--- src/sv/sorted_byte_list_macros.svh ---
// Assertion macros shared by the sorted byte list RTL.
`ifndef SORTED_BYTE_LIST_MACROS_SVH
`define SORTED_BYTE_LIST_MACROS_SVH

`ifndef ASSERT_OFF

`define SBL_ASSERT(label, clk, rst_n, prop) \
  label: assert property (@(posedge clk) disable iff (!rst_n) prop) \
    else $error("sorted_byte_list: assertion failed");

`define SBL_ASSERT_NEVER(label, clk, rst_n, prop) \
  label: assert property (@(posedge clk) disable iff (!rst_n) not (prop)) \
    else $error("sorted_byte_list: forbidden condition seen");

`else

`define SBL_ASSERT(label, clk, rst_n, prop)
`define SBL_ASSERT_NEVER(label, clk, rst_n, prop)

`endif

`endif

--- src/sv/sbl_pkg.sv ---
// Package with the sizes, command codes and status codes of the sorted byte list.
`timescale 1ns / 1ps
`default_nettype none

package sbl_pkg;

  localparam int CAPACITY = 16;
  localparam int IDX_W    = (CAPACITY > 1) ? $clog2(CAPACITY) : 1;
  localparam int CNT_W    = $clog2(CAPACITY + 1);

  localparam int CMD_W    = 2;
  localparam int VAL_W    = 8;
  localparam int POS_W    = 5;
  localparam int STAT_W   = 2;
  localparam int COUNT_W  = 5;

  localparam logic [CMD_W-1:0] CMD_INSERT = 2'd0;
  localparam logic [CMD_W-1:0] CMD_DELETE = 2'd1;
  localparam logic [CMD_W-1:0] CMD_READ   = 2'd2;

  localparam logic [STAT_W-1:0] ST_DONE = 2'd0;
  localparam logic [STAT_W-1:0] ST_MISS = 2'd1;
  localparam logic [STAT_W-1:0] ST_FULL = 2'd2;

  typedef struct packed {
    logic lt;
    logic eq;
  } cmp_t;

endpackage

`default_nettype wire

--- src/sv/sorted_byte_list.sv ---
// Top level of the sorted byte list: sequencer, count register and result register.
// The block keeps up to CAPACITY signed bytes in ascending order in a small memory and
// handles one item at a time. An insert scans down from the last entry, moving every
// entry that is not smaller than the new value up by one place, one entry per cycle
// through the shared comparator. A delete scans up from the first entry and closes the
// gap behind the match in the same pass. The memory's single read port sets the pace
// of one entry per cycle. The result waits in an output register, so the next item is
// taken while it is held.
`timescale 1ns / 1ps
`default_nettype none

`include "sorted_byte_list_macros.svh"

module sorted_byte_list
  import sbl_pkg::*;
(
  input  wire logic                clk_i,
  input  wire logic                rst_ni,
  input  wire logic                in_valid_i,
  output logic                     in_stall_o,
  input  wire logic [CMD_W-1:0]    cmd_i,
  input  wire logic signed [VAL_W-1:0] value_i,
  input  wire logic [POS_W-1:0]    position_i,
  output logic                     out_valid_o,
  input  wire logic                out_stall_i,
  output logic [STAT_W-1:0]        status_o,
  output logic signed [VAL_W-1:0]  read_value_o,
  output logic [COUNT_W-1:0]       count_o
);

  localparam logic [2:0] S_IDLE = 3'd0;
  localparam logic [2:0] S_INS  = 3'd1;
  localparam logic [2:0] S_INS0 = 3'd2;
  localparam logic [2:0] S_DEL  = 3'd3;
  localparam logic [2:0] S_RD   = 3'd4;
  localparam logic [2:0] S_FIN  = 3'd5;

  logic [2:0]        state_q, state_d;
  logic [CNT_W-1:0]  count_q, count_d;
  logic [IDX_W-1:0]  ptr_q, ptr_d;
  logic              found_q, found_d;
  logic [CMD_W-1:0]  op_q, op_d;
  logic [VAL_W-1:0]  val_q, val_d;
  logic [STAT_W-1:0] st_q, st_d;
  logic [VAL_W-1:0]  rv_q, rv_d;

  logic              out_valid_q, out_valid_d;
  logic [STAT_W-1:0] out_status_q, out_status_d;
  logic [VAL_W-1:0]  out_rv_q, out_rv_d;
  logic [COUNT_W-1:0] out_count_q, out_count_d;

  logic              we;
  logic [IDX_W-1:0]  waddr;
  logic [VAL_W-1:0]  wdata;
  logic [IDX_W-1:0]  raddr;
  logic [VAL_W-1:0]  rdata;
  cmp_t              cmp;

  logic              accept;
  logic              slot_free;
  logic              full;
  logic              last;
  logic              pos_ok;
  logic [IDX_W-1:0]  top_idx;

  sbl_ram u_ram (
    .clk_i   (clk_i),
    .we_i    (we),
    .waddr_i (waddr),
    .wdata_i (wdata),
    .raddr_i (raddr),
    .rdata_o (rdata)
  );

  sbl_cmp u_cmp (
    .stored_i (rdata),
    .key_i    (val_q),
    .res_o    (cmp)
  );

  assign in_stall_o = (state_q != S_IDLE);
  assign accept     = in_valid_i && !in_stall_o;
  assign slot_free  = !out_valid_q || !out_stall_i;
  assign full       = (count_q == CNT_W'(CAPACITY));
  assign top_idx    = IDX_W'(count_q - CNT_W'(1));
  assign last       = (ptr_q == top_idx);
  assign pos_ok     = (position_i != '0) && (32'(position_i) <= 32'(count_q));

  always_comb begin
    state_d      = state_q;
    count_d      = count_q;
    ptr_d        = ptr_q;
    found_d      = found_q;
    op_d         = op_q;
    val_d        = val_q;
    st_d         = st_q;
    rv_d         = rv_q;
    out_valid_d  = out_valid_q && out_stall_i;
    out_status_d = out_status_q;
    out_rv_d     = out_rv_q;
    out_count_d  = out_count_q;
    we           = 1'b0;
    waddr        = '0;
    wdata        = val_q;
    raddr        = '0;

    unique case (state_q)
      S_IDLE: begin
        if (accept) begin
          op_d  = cmd_i;
          val_d = value_i;
          rv_d  = '0;
          st_d  = ST_MISS;
          unique case (cmd_i)
            CMD_INSERT: begin
              if (full) begin
                st_d    = ST_FULL;
                state_d = S_FIN;
              end else if (count_q == '0) begin
                we      = 1'b1;
                waddr   = '0;
                wdata   = value_i;
                st_d    = ST_DONE;
                state_d = S_FIN;
              end else begin
                raddr   = top_idx;
                ptr_d   = top_idx;
                state_d = S_INS;
              end
            end
            CMD_DELETE: begin
              if (count_q == '0) begin
                state_d = S_FIN;
              end else begin
                raddr   = '0;
                ptr_d   = '0;
                found_d = 1'b0;
                state_d = S_DEL;
              end
            end
            CMD_READ: begin
              if (pos_ok) begin
                raddr   = IDX_W'(position_i - POS_W'(1));
                state_d = S_RD;
              end else begin
                state_d = S_FIN;
              end
            end
            default: begin
              state_d = S_FIN;
            end
          endcase
        end
      end
      S_INS: begin
        we    = 1'b1;
        waddr = ptr_q + IDX_W'(1);
        raddr = ptr_q - IDX_W'(1);
        if (cmp.lt) begin
          wdata   = val_q;
          st_d    = ST_DONE;
          state_d = S_FIN;
        end else begin
          wdata = rdata;
          if (ptr_q == '0) begin
            state_d = S_INS0;
          end else begin
            ptr_d = ptr_q - IDX_W'(1);
          end
        end
      end
      S_INS0: begin
        we      = 1'b1;
        waddr   = '0;
        wdata   = val_q;
        st_d    = ST_DONE;
        state_d = S_FIN;
      end
      S_DEL: begin
        raddr = ptr_q + IDX_W'(1);
        if (found_q) begin
          we    = 1'b1;
          waddr = ptr_q - IDX_W'(1);
          wdata = rdata;
        end else if (cmp.eq) begin
          found_d = 1'b1;
        end
        if (last) begin
          st_d    = (found_q || cmp.eq) ? ST_DONE : ST_MISS;
          state_d = S_FIN;
        end else begin
          ptr_d = ptr_q + IDX_W'(1);
        end
      end
      S_RD: begin
        rv_d    = rdata;
        st_d    = ST_DONE;
        state_d = S_FIN;
      end
      S_FIN: begin
        if (slot_free) begin
          if (st_q == ST_DONE && op_q == CMD_INSERT) begin
            count_d = count_q + CNT_W'(1);
          end else if (st_q == ST_DONE && op_q == CMD_DELETE) begin
            count_d = count_q - CNT_W'(1);
          end
          out_valid_d  = 1'b1;
          out_status_d = st_q;
          out_rv_d     = rv_q;
          out_count_d  = COUNT_W'(count_d);
          state_d      = S_IDLE;
        end
      end
      default: begin
        state_d = S_IDLE;
      end
    endcase
  end

  always_ff @(posedge clk_i or negedge rst_ni) begin
    if (!rst_ni) begin
      state_q     <= S_IDLE;
      count_q     <= '0;
      out_valid_q <= 1'b0;
      found_q     <= 1'b0;
    end else begin
      state_q     <= state_d;
      count_q     <= count_d;
      out_valid_q <= out_valid_d;
      found_q     <= found_d;
    end
  end

  always_ff @(posedge clk_i) begin
    ptr_q        <= ptr_d;
    op_q         <= op_d;
    val_q        <= val_d;
    st_q         <= st_d;
    rv_q         <= rv_d;
    out_status_q <= out_status_d;
    out_rv_q     <= out_rv_d;
    out_count_q  <= out_count_d;
  end

  assign out_valid_o  = out_valid_q;
  assign status_o     = out_status_q;
  assign read_value_o = out_rv_q;
  assign count_o      = out_count_q;

  `SBL_ASSERT(a_count_bound, clk_i, rst_ni, (count_q <= CNT_W'(CAPACITY)))
  `SBL_ASSERT(a_accept_leaves_idle, clk_i, rst_ni, (accept |=> (state_q != S_IDLE)))
  `SBL_ASSERT(a_del_ptr_in_range, clk_i, rst_ni, ((state_q == S_DEL) |-> (ptr_q <= top_idx)))
  `SBL_ASSERT_NEVER(a_full_with_room, clk_i, rst_ni,
                    (out_valid_o && status_o == ST_FULL && count_o != COUNT_W'(CAPACITY)))

endmodule

`default_nettype wire

--- src/sv/sbl_ram.sv ---
// Storage array for the sorted values with one write port and one registered read port.
`timescale 1ns / 1ps
`default_nettype none

module sbl_ram
  import sbl_pkg::*;
(
  input  wire logic             clk_i,
  input  wire logic             we_i,
  input  wire logic [IDX_W-1:0] waddr_i,
  input  wire logic [VAL_W-1:0] wdata_i,
  input  wire logic [IDX_W-1:0] raddr_i,
  output logic      [VAL_W-1:0] rdata_o
);

  logic [VAL_W-1:0] mem [CAPACITY];
  logic [VAL_W-1:0] rdata_q;

  always_ff @(posedge clk_i) begin
    if (we_i) begin
      mem[waddr_i] <= wdata_i;
    end
  end

  always_ff @(posedge clk_i) begin
    rdata_q <= mem[raddr_i];
  end

  assign rdata_o = rdata_q;

endmodule

`default_nettype wire

--- src/sv/sbl_cmp.sv ---
// Shared signed comparator used by the insert and delete scans.
`timescale 1ns / 1ps
`default_nettype none

module sbl_cmp
  import sbl_pkg::*;
(
  input  wire logic signed [VAL_W-1:0] stored_i,
  input  wire logic signed [VAL_W-1:0] key_i,
  output cmp_t                         res_o
);

  always_comb begin
    res_o.lt = (stored_i < key_i);
    res_o.eq = (stored_i == key_i);
  end

endmodule

`default_nettype wire
--- config.mk ---
export PLATFORM = sky130hd
export DESIGN_NAME = sorted_byte_list
export DESIGN_NICKNAME = d
export VERILOG_FILES = /design/src/sv/sbl_pkg.sv /design/src/sv/sorted_byte_list.sv /design/src/sv/sbl_ram.sv /design/src/sv/sbl_cmp.sv
export VERILOG_INCLUDE_DIRS = /design/src /design/src/sv
export SDC_FILE = /design/constraint.sdc
export NUM_CORES = 1
export LEC_CHECK = 0
export CAP_MARGIN = 10
export CORE_MARGIN = 2
export CORE_UTILIZATION = 40
export CTS_CLUSTER_DIAMETER = 120
export DETAILED_ROUTE_END_ITERATION = 10
export DONT_BUFFER_PORTS = 1
export GPL_TIMING_DRIVEN = 0
export MAX_ROUTING_LAYER = met4
export PLACE_DENSITY_LB_ADDON = 0.15
export RECOVER_POWER = 25
export SYNTH_ARGS = -nofsm -noshare
export SYNTH_HDL_FRONTEND = slang
export SYNTH_SLANG_ARGS = --single-unit
export TNS_END_PERCENT = 20
--- constraint.sdc ---
create_clock -name clk_i -period 4.7 [get_ports clk_i]
set_clock_uncertainty 0.1 [all_clocks]
set_input_delay 1.41 -clock clk_i [delete_from_list [all_inputs] [get_ports clk_i]]
set_output_delay 1.41 -clock clk_i [all_outputs]
set_load 0.1 [all_outputs]
==> results.ini, run 1 <==
[worst_setup_path]
critPathRequiredTime_ns=4.88
cp_num_buf_inv=2
slowest_delay_ns=0.74
crit_type=in -> reg
worstPathMaxFanout=15
critPathTopFamily=simple AND/OR/NAND/NOR gates
cp-start-kind=input port
cp_slowest_cell=clkinvlp_2
crit_arrival_ns=4.55
worst_setup_path_end_kind=register
crit_chain=nand2_1, clkinvlp_2, nand3_4, o22ai_4, a21oi_2, buf_6, mux2i_1, a221oi_1, or4_1

[timing]
post-route-min-period_ns=4.37
hold_viol=0
grt_setup_unrepaired=false
relSlewSlack_pct=33.8
worst_pin_slew_ns=0.992
setup_viol=0
timing.hold.ws_ns=0.320
fmax_mhz=229
slew_violations=0
fin_crit_sh_pct=93.0

[route]
drc=0
firstDrtPassIters=5
routed_via_density=5.67
wl_per_cell_um=21.5
routed_wl_mm=22.3
num_vias=5874
ant_nets=0
drtIter0Drc=383

[cells_and_area]
diodes=0
syn2layout_area_growth_pct=10.9
final_nets=781
mostFrequentLayoutCells=167 x edfxtp_1, 72 x nand2_1, 68 x a211oi_1
drive_gt1_share_pct=9.92
fillCellCount=2008
final_common_cell=edfxtp_1

[power_and_ir_drop]
powerDensity_nw_per_um2=765
p_int_uw=4160
sw_frac_of_total_pct=44.4
ir_drop_mv=0.265
comb_power_share_pct=41.8
switchingPower_uw=3320
clockPowerShare_pct=18.7
cellLeakagePower_uw=0.00337
p_total_uw=7480
power_frac_seq_pct=39.5

[floorplanning]
ios=36
die_w_um=153
dieArea_um2=23300
core_um2=21800
num_rows=54
die_height_um=153
start_util_pct=40.5

[logic_synthesis]
yosysWarnings=0
synth_edf_count=167
synth_cells=721
synthesis.area_um2=8820
ys.flop_type=edfxtp_1
synth_top_area_cell=edfxtp_1
avgSynthCellArea_um2=12.2
yosys.area.top_type_share_pct=56.9
synth_fp_nets=759
async_flop_share_pct=5.41
ys_seq_area_share_pct=61.5
ys_top_cells_by_area=edfxtp_1 57%, a211oi_1 5.8%, nand2_1 3.0%
ys_types=70
synth_seq_cells=185

[placed_design]
place_hpwl_mm=16.4
io_buffers=0
gp_congestion=0.893

[global_route]
grt_pass1_vias=5848
grt.overflow.total=0
grt_max_degree=22
grt_pass1_wl_mm=34.2
track_usage_pct=20.1
grt_antenna_before_repair=0

[clocking]
clk_latency_ns=0.44
cts_max_path_buffers=2
holdBufCountCts=0
htreeDepth=4
clk_pin_slew_worst_paths_ns=0.07
cts_tree=done
root_buffer=clkbuf_16
cts_buffers=17
cts_setup_buffers=0
cts_resized=0
cts_sinks=185

[hold_path]
hp-class=reg -> reg

[run_status]
status=complete, no violations

[job]
max_cap_violations=0

==> registers in the layout (all words and copies together) (netlist names), 2 cells and up <==
signal / cells
status_o: 2
st_q: 2
ptr_q: 4
count_o: 5
read_value_o: 8
u_ram.rdata_o: 8
op_q: 2
u_ram.mem: 128
val_q: 8
count_q: 5
rv_q: 8
state_q: 3
==> routing by layer <==
| layer | global-route usage [%] | vias up | share of wire [%] |
|---|---|---|---|
| met5 | - | - | 0 |
| met4 | 4.50 | 0 | 1.1 |
| met3 | 4.44 | 17 | 5.2 |
| met2 | 34.1 | 190 | 51 |
| met1 | 24.7 | 2893 | 43 |
| li1 | - | 2774 | - |
==> path summary, 6_finish.rpt <==
kind                       depth (start not counted)        from  slack [ns]                to
max                                                9  in_valid_i        0.33  u_ram.rdata_o[3]
min                                                0     rv_q[2]        0.32   read_value_o[2]
max reg2reg                                       11  state_q[1]        0.39  u_ram.rdata_o[3]
min reg2reg                                        0     rv_q[2]        0.32   read_value_o[2]
max in group asynchronous                          0      rst_ni        3.86        state_q[2]
min in group asynchronous                          0      rst_ni        0.56        count_q[4]
==> power by group through the flow <==
| stage | Sequential (uW) | Combinational, uW | Clock (uW) |
|---|---|---|---|
| CTS | 2950 | 3150 | 1430 |
| global placement | 2990 | 3010 | 0 |
| finish | 2950 | 3130 | 1400 |
| floorplan | 2910 | 2110 | 0 |
| global route | 2980 | 3410 | 1500 |
| detailed placement | 2990 | 3140 | 0 |
==> per-stage QoR <==
step                utilization (%)  cells  setup slack (ns)  area [um2]  setup TNS, ns
detailed placement             42.4   1004             0.165        9220              0
global placement               42.2   1001            -0.417        9170         -16.76
floorplan                         -    721              1.01        8820              0
CTS                            45.1   1036             0.509        9810              0
global route                   44.9   1036             0.173        9780              0
finish                         44.9   1036             0.331        9780              0
==> logic make-up (layout without fill, tap and decap cells) <==
family	Yosys count	after routing	share of synthesized area, %
XOR/XNOR	19	19	2.04
flip-flops	185	185	61.5
buffers and inverters	92	127	4.84
adder cells (fa/ha/maj)	19	19	2.70
multiplexers	13	13	1.63
AO/OA/AOI/OAI	212	212	16.9
AND/OR/NAND/NOR	181	181	10.4
==> cells in the mapped netlist (all sizes together) (2+ instances only) <==
cell type and count:
a211o 3, o2bb2ai 2, inv 47, o21a 7, and3 11, a211oi 73
o21ai 26, dfrtp 10, nor2 34, nand3 11, nor3 9, and2 4
ha 19, a22oi 2, edfxtp 167, or2 2, o22ai 3, o211ai 2
a22o 2, o22a 2, or4 9, or3b 2, a31oi 5, dfxtp 8
o31a 3, clkbuf 21, mux2i 11, xnor2 16, xor2 2, buf 23
a21o 3, nor4 3, nand2 72, nor2b 8, nand2b 8, a221o 4
o31ai 5, nor3b 2, a221oi 10, a21oi 51, nand4 2
==> layout make-up <==
type / count / area [um2] / share of cell area, %
timing repair buffer: 3 / 33.8 / 0.345
clock buffer: 17 / 425 / 4.35
sequential: 185 / 5430 / 55.5
clock inverter: 15 / 158 / 1.61
tap: 280 / 350 / 3.58
multi-input combinational: 444 / 2970 / 30.4
buffer: 44 / 236 / 2.42
inverter: 48 / 181 / 1.86
Note: power is estimated with default switching activity, not from simulation.
==> run 2: changes to the inputs <==
CORE_ASPECT_RATIO = 1.2   (was unset)
clock period = 3.6 ns   (was 4.7 ns; I/O delays follow)
==> run 2 against run 1 <==
  * Cell count down 0.39%
  * Global-route usage down 0.27 points
  * Die area about the same
  * Combinational power up 37%
  * Critical path type is now reg -> reg
  * Critical endpoint is now u_ram.mem[9][6]
==> results.ini, run 2 (synthesis results as in run 1) <==
[run_status]
status=complete, no violations

[power_and_ir_drop]
comb_power_share_pct=42.7  ; +0.9 points
ir_drop_mv=0.536  ; +100%
p_int_uw=5630  ; +35%
clockPowerShare_pct=18.9  ; +0.2 points
switchingPower_uw=4390  ; +32%
power_frac_seq_pct=38.4  ; -1.1 points
powerDensity_nw_per_um2=1000  ; +31%
sw_frac_of_total_pct=43.8  ; -0.52 points
cellLeakagePower_uw=0.00344  ; +2.2%

[cells_and_area]
regMostFlops=u_ram.mem
final_nets=784  ; +0.38%
diodes=0  ; unchanged
largest_reg_flops=128  ; unchanged
drive_gt1_share_pct=13.7  ; +3.8 points
syn2layout_area_growth_pct=13.3
final_common_cell=edfxtp_1
fillCellCount=1959  ; -2.4%
mostFrequentLayoutCells=167 x edfxtp_1, 70 x nand2_1, 66 x a211oi_1
final_cells=1032  ; -0.39%

[worst_setup_path]
worstPathMaxFanout=10  ; -5
cp-start-kind=register
r2r_cells=9  ; -2
worst_setup_path_end_kind=register
reg2reg_from=state_q[0]
critPathRequiredTime_ns=3.60  ; -1.28 ns
crit_arrival_ns=3.51  ; -1.04 ns
crit_type=reg -> reg
timing.rr.end=u_ram.mem[9][6]
rrSetupSlack_ns=0.09  ; -0.30 ns

[timing]
setup_viol=0  ; unchanged
post-route-min-period_ns=3.51
worst_pin_slew_ns=1.06  ; +0.0727 ns
timing.final.ws_setup_ns=0.0926  ; -0.238 ns
grt_setup_unrepaired=true
hold_viol=0  ; unchanged
fin_crit_sh_pct=97.4
relSlewSlack_pct=29.0  ; -4.8 points
slew_violations=0  ; unchanged
fmax_mhz=285

[route]
routed_wl_mm=22.4  ; +0.25%
routed_via_density=5.75  ; +1.3%
ant_nets=0  ; unchanged
firstDrtPassIters=8  ; +3
drtIter0Drc=585  ; +53%
num_vias=5929  ; +0.94%
wl_per_cell_um=21.7  ; +0.64%
drc=0  ; unchanged

[job]
max_cap_violations=0  ; unchanged

[floorplanning]
die_w_um=140  ; -8.5%
die_height_um=167  ; +9.3%
dieArea_um2=23300  ; about the same
start_util_pct=40.6  ; +0.098 points
core_um2=21700  ; -0.24%
ios=36  ; unchanged
num_rows=59  ; +9.3%

[clocking]
cts_max_path_buffers=2  ; unchanged
cts_sinks=185  ; unchanged
clk_latency_ns=0.43  ; about the same
cts_buffers=17  ; unchanged
clk_pin_slew_worst_paths_ns=0.07  ; about the same
cts_tree=done
htreeDepth=4  ; unchanged
root_buffer=clkbuf_16

[placed_design]
dp_slack_ns=-0.640  ; -0.805 ns
place_hpwl_mm=15.9  ; -3.2%
dpl.cell_count=998  ; -0.60%
gp_congestion=0.918  ; +2.7%
io_buffers=0  ; unchanged

[global_route]
grt_max_degree=22  ; unchanged
track_usage_pct=19.8  ; -0.27 points
grt.overflow.total=0  ; unchanged
grt_antenna_before_repair=0  ; unchanged
grt_pass1_wl_mm=33.8  ; -1.2%
grt_pass1_vias=5782  ; -1.1%

[hold_path]
hp-class=in -> async

-- run 2: cell types whose count changed in the layout (fill, tap and decap cells not counted), sizes merged --
cell | previous run | this run
clkbuf | 40 | 38
clkinvlp | 3 | 0
buf | 24 | 29
bufinv | 0 | 2
-- run 2: worst max path at each step --
| stage | startpoint | to | slack (ns) | depth (start not counted) |
|---|---|---|---|---|
| 4_1_cts | count_q[0] | u_ram.mem[6][6] | -0.18 | 10 |
| 3_3_place_gp | cmd_i[1] | u_ram.mem[14][4] | -1.06 | 8 |
| 5_1_grt | state_q[0] | u_ram.mem[9][6] | -0.05 | 9 |
| 3_5_place_dp | position_i[1] | u_ram.rdata_o[3] | -0.64 | 8 |
| 2_1_floorplan | position_i[1] | u_ram.rdata_o[0] | 0.24 | 9 |
| 6_report | state_q[0] | u_ram.mem[9][6] | 0.09 | 9 |
-- run 2: final cells by class --
type                       count  area (um2)  share of cell area, %
tap                          274         343                   3.43
multi-input combinational    444        3130                   31.3
sequential                   185        5430                   54.3
clock buffer                  17         425                   4.26
timing repair buffer           6        80.1                  0.801
clock inverter                14         161                   1.62
buffer                        44         246                   2.47
inverter                      48         181                   1.82
-- run 2: worst max-delay path, cell delays in order, from the launching register on --
cell and delay (ns):
dfrtp_1 0.33, buf_2 0.23, nand2b_1 0.09, clkbuf_1 0.28
nor2_2 0.42, nand3_1 0.14, mux4_2 0.48, nand2_1 0.19
o221ai_1 0.49, nor2_4 0.43
-- run 2: routing by layer --
metal	global-route usage, %	share of wire, %	up-vias
li1	-	-	2788
met1	23.2	42	2903
met2	33.6	51	193
met3	3.36	4.0	45
met4	8.78	3.2	0
met5	-	0	-
-- run 2: what timing repair did --
action | CTS | global route
resized for setup | 13 | 24
setup buffers | 0 | 3
setup endpoints to repair | 180 | 148
cloned | 0 | 0
pin swaps | 1 | 4
hold buffers | 0 | 0
-- run 2: per-stage QoR --
step | hold slack (ns) | area, um2 | utilization (%) | power (uW) | TNS [ns]
2_1_floorplan | 0.300 | 8820 | - | 6570 | 0
3_3_place_gp | 0.307 | 9160 | 42.2 | 7850 | -92.85
3_5_place_dp | 0.305 | 9230 | 42.5 | 7990 | -50.46
4_1_cts | 0.223 | 9860 | 45.4 | 9930 | -4.30
5_1_grt | 0.222 | 9990 | 46.0 | 10500 | -1.53
6_report | 0.238 | 9990 | 46.0 | 10000 | 0
-- run 2: power groups by stage --
stage                     clock network (uW)  registers, uW  logic [uW]
after floorplan                            0           3810        2760
after CTS                               1920           3850        4160
after detailed placement                   0           3900        4090
after global placement                     0           3900        3950
final                                   1890           3850        4280
after global routing                    1990           3890        4630
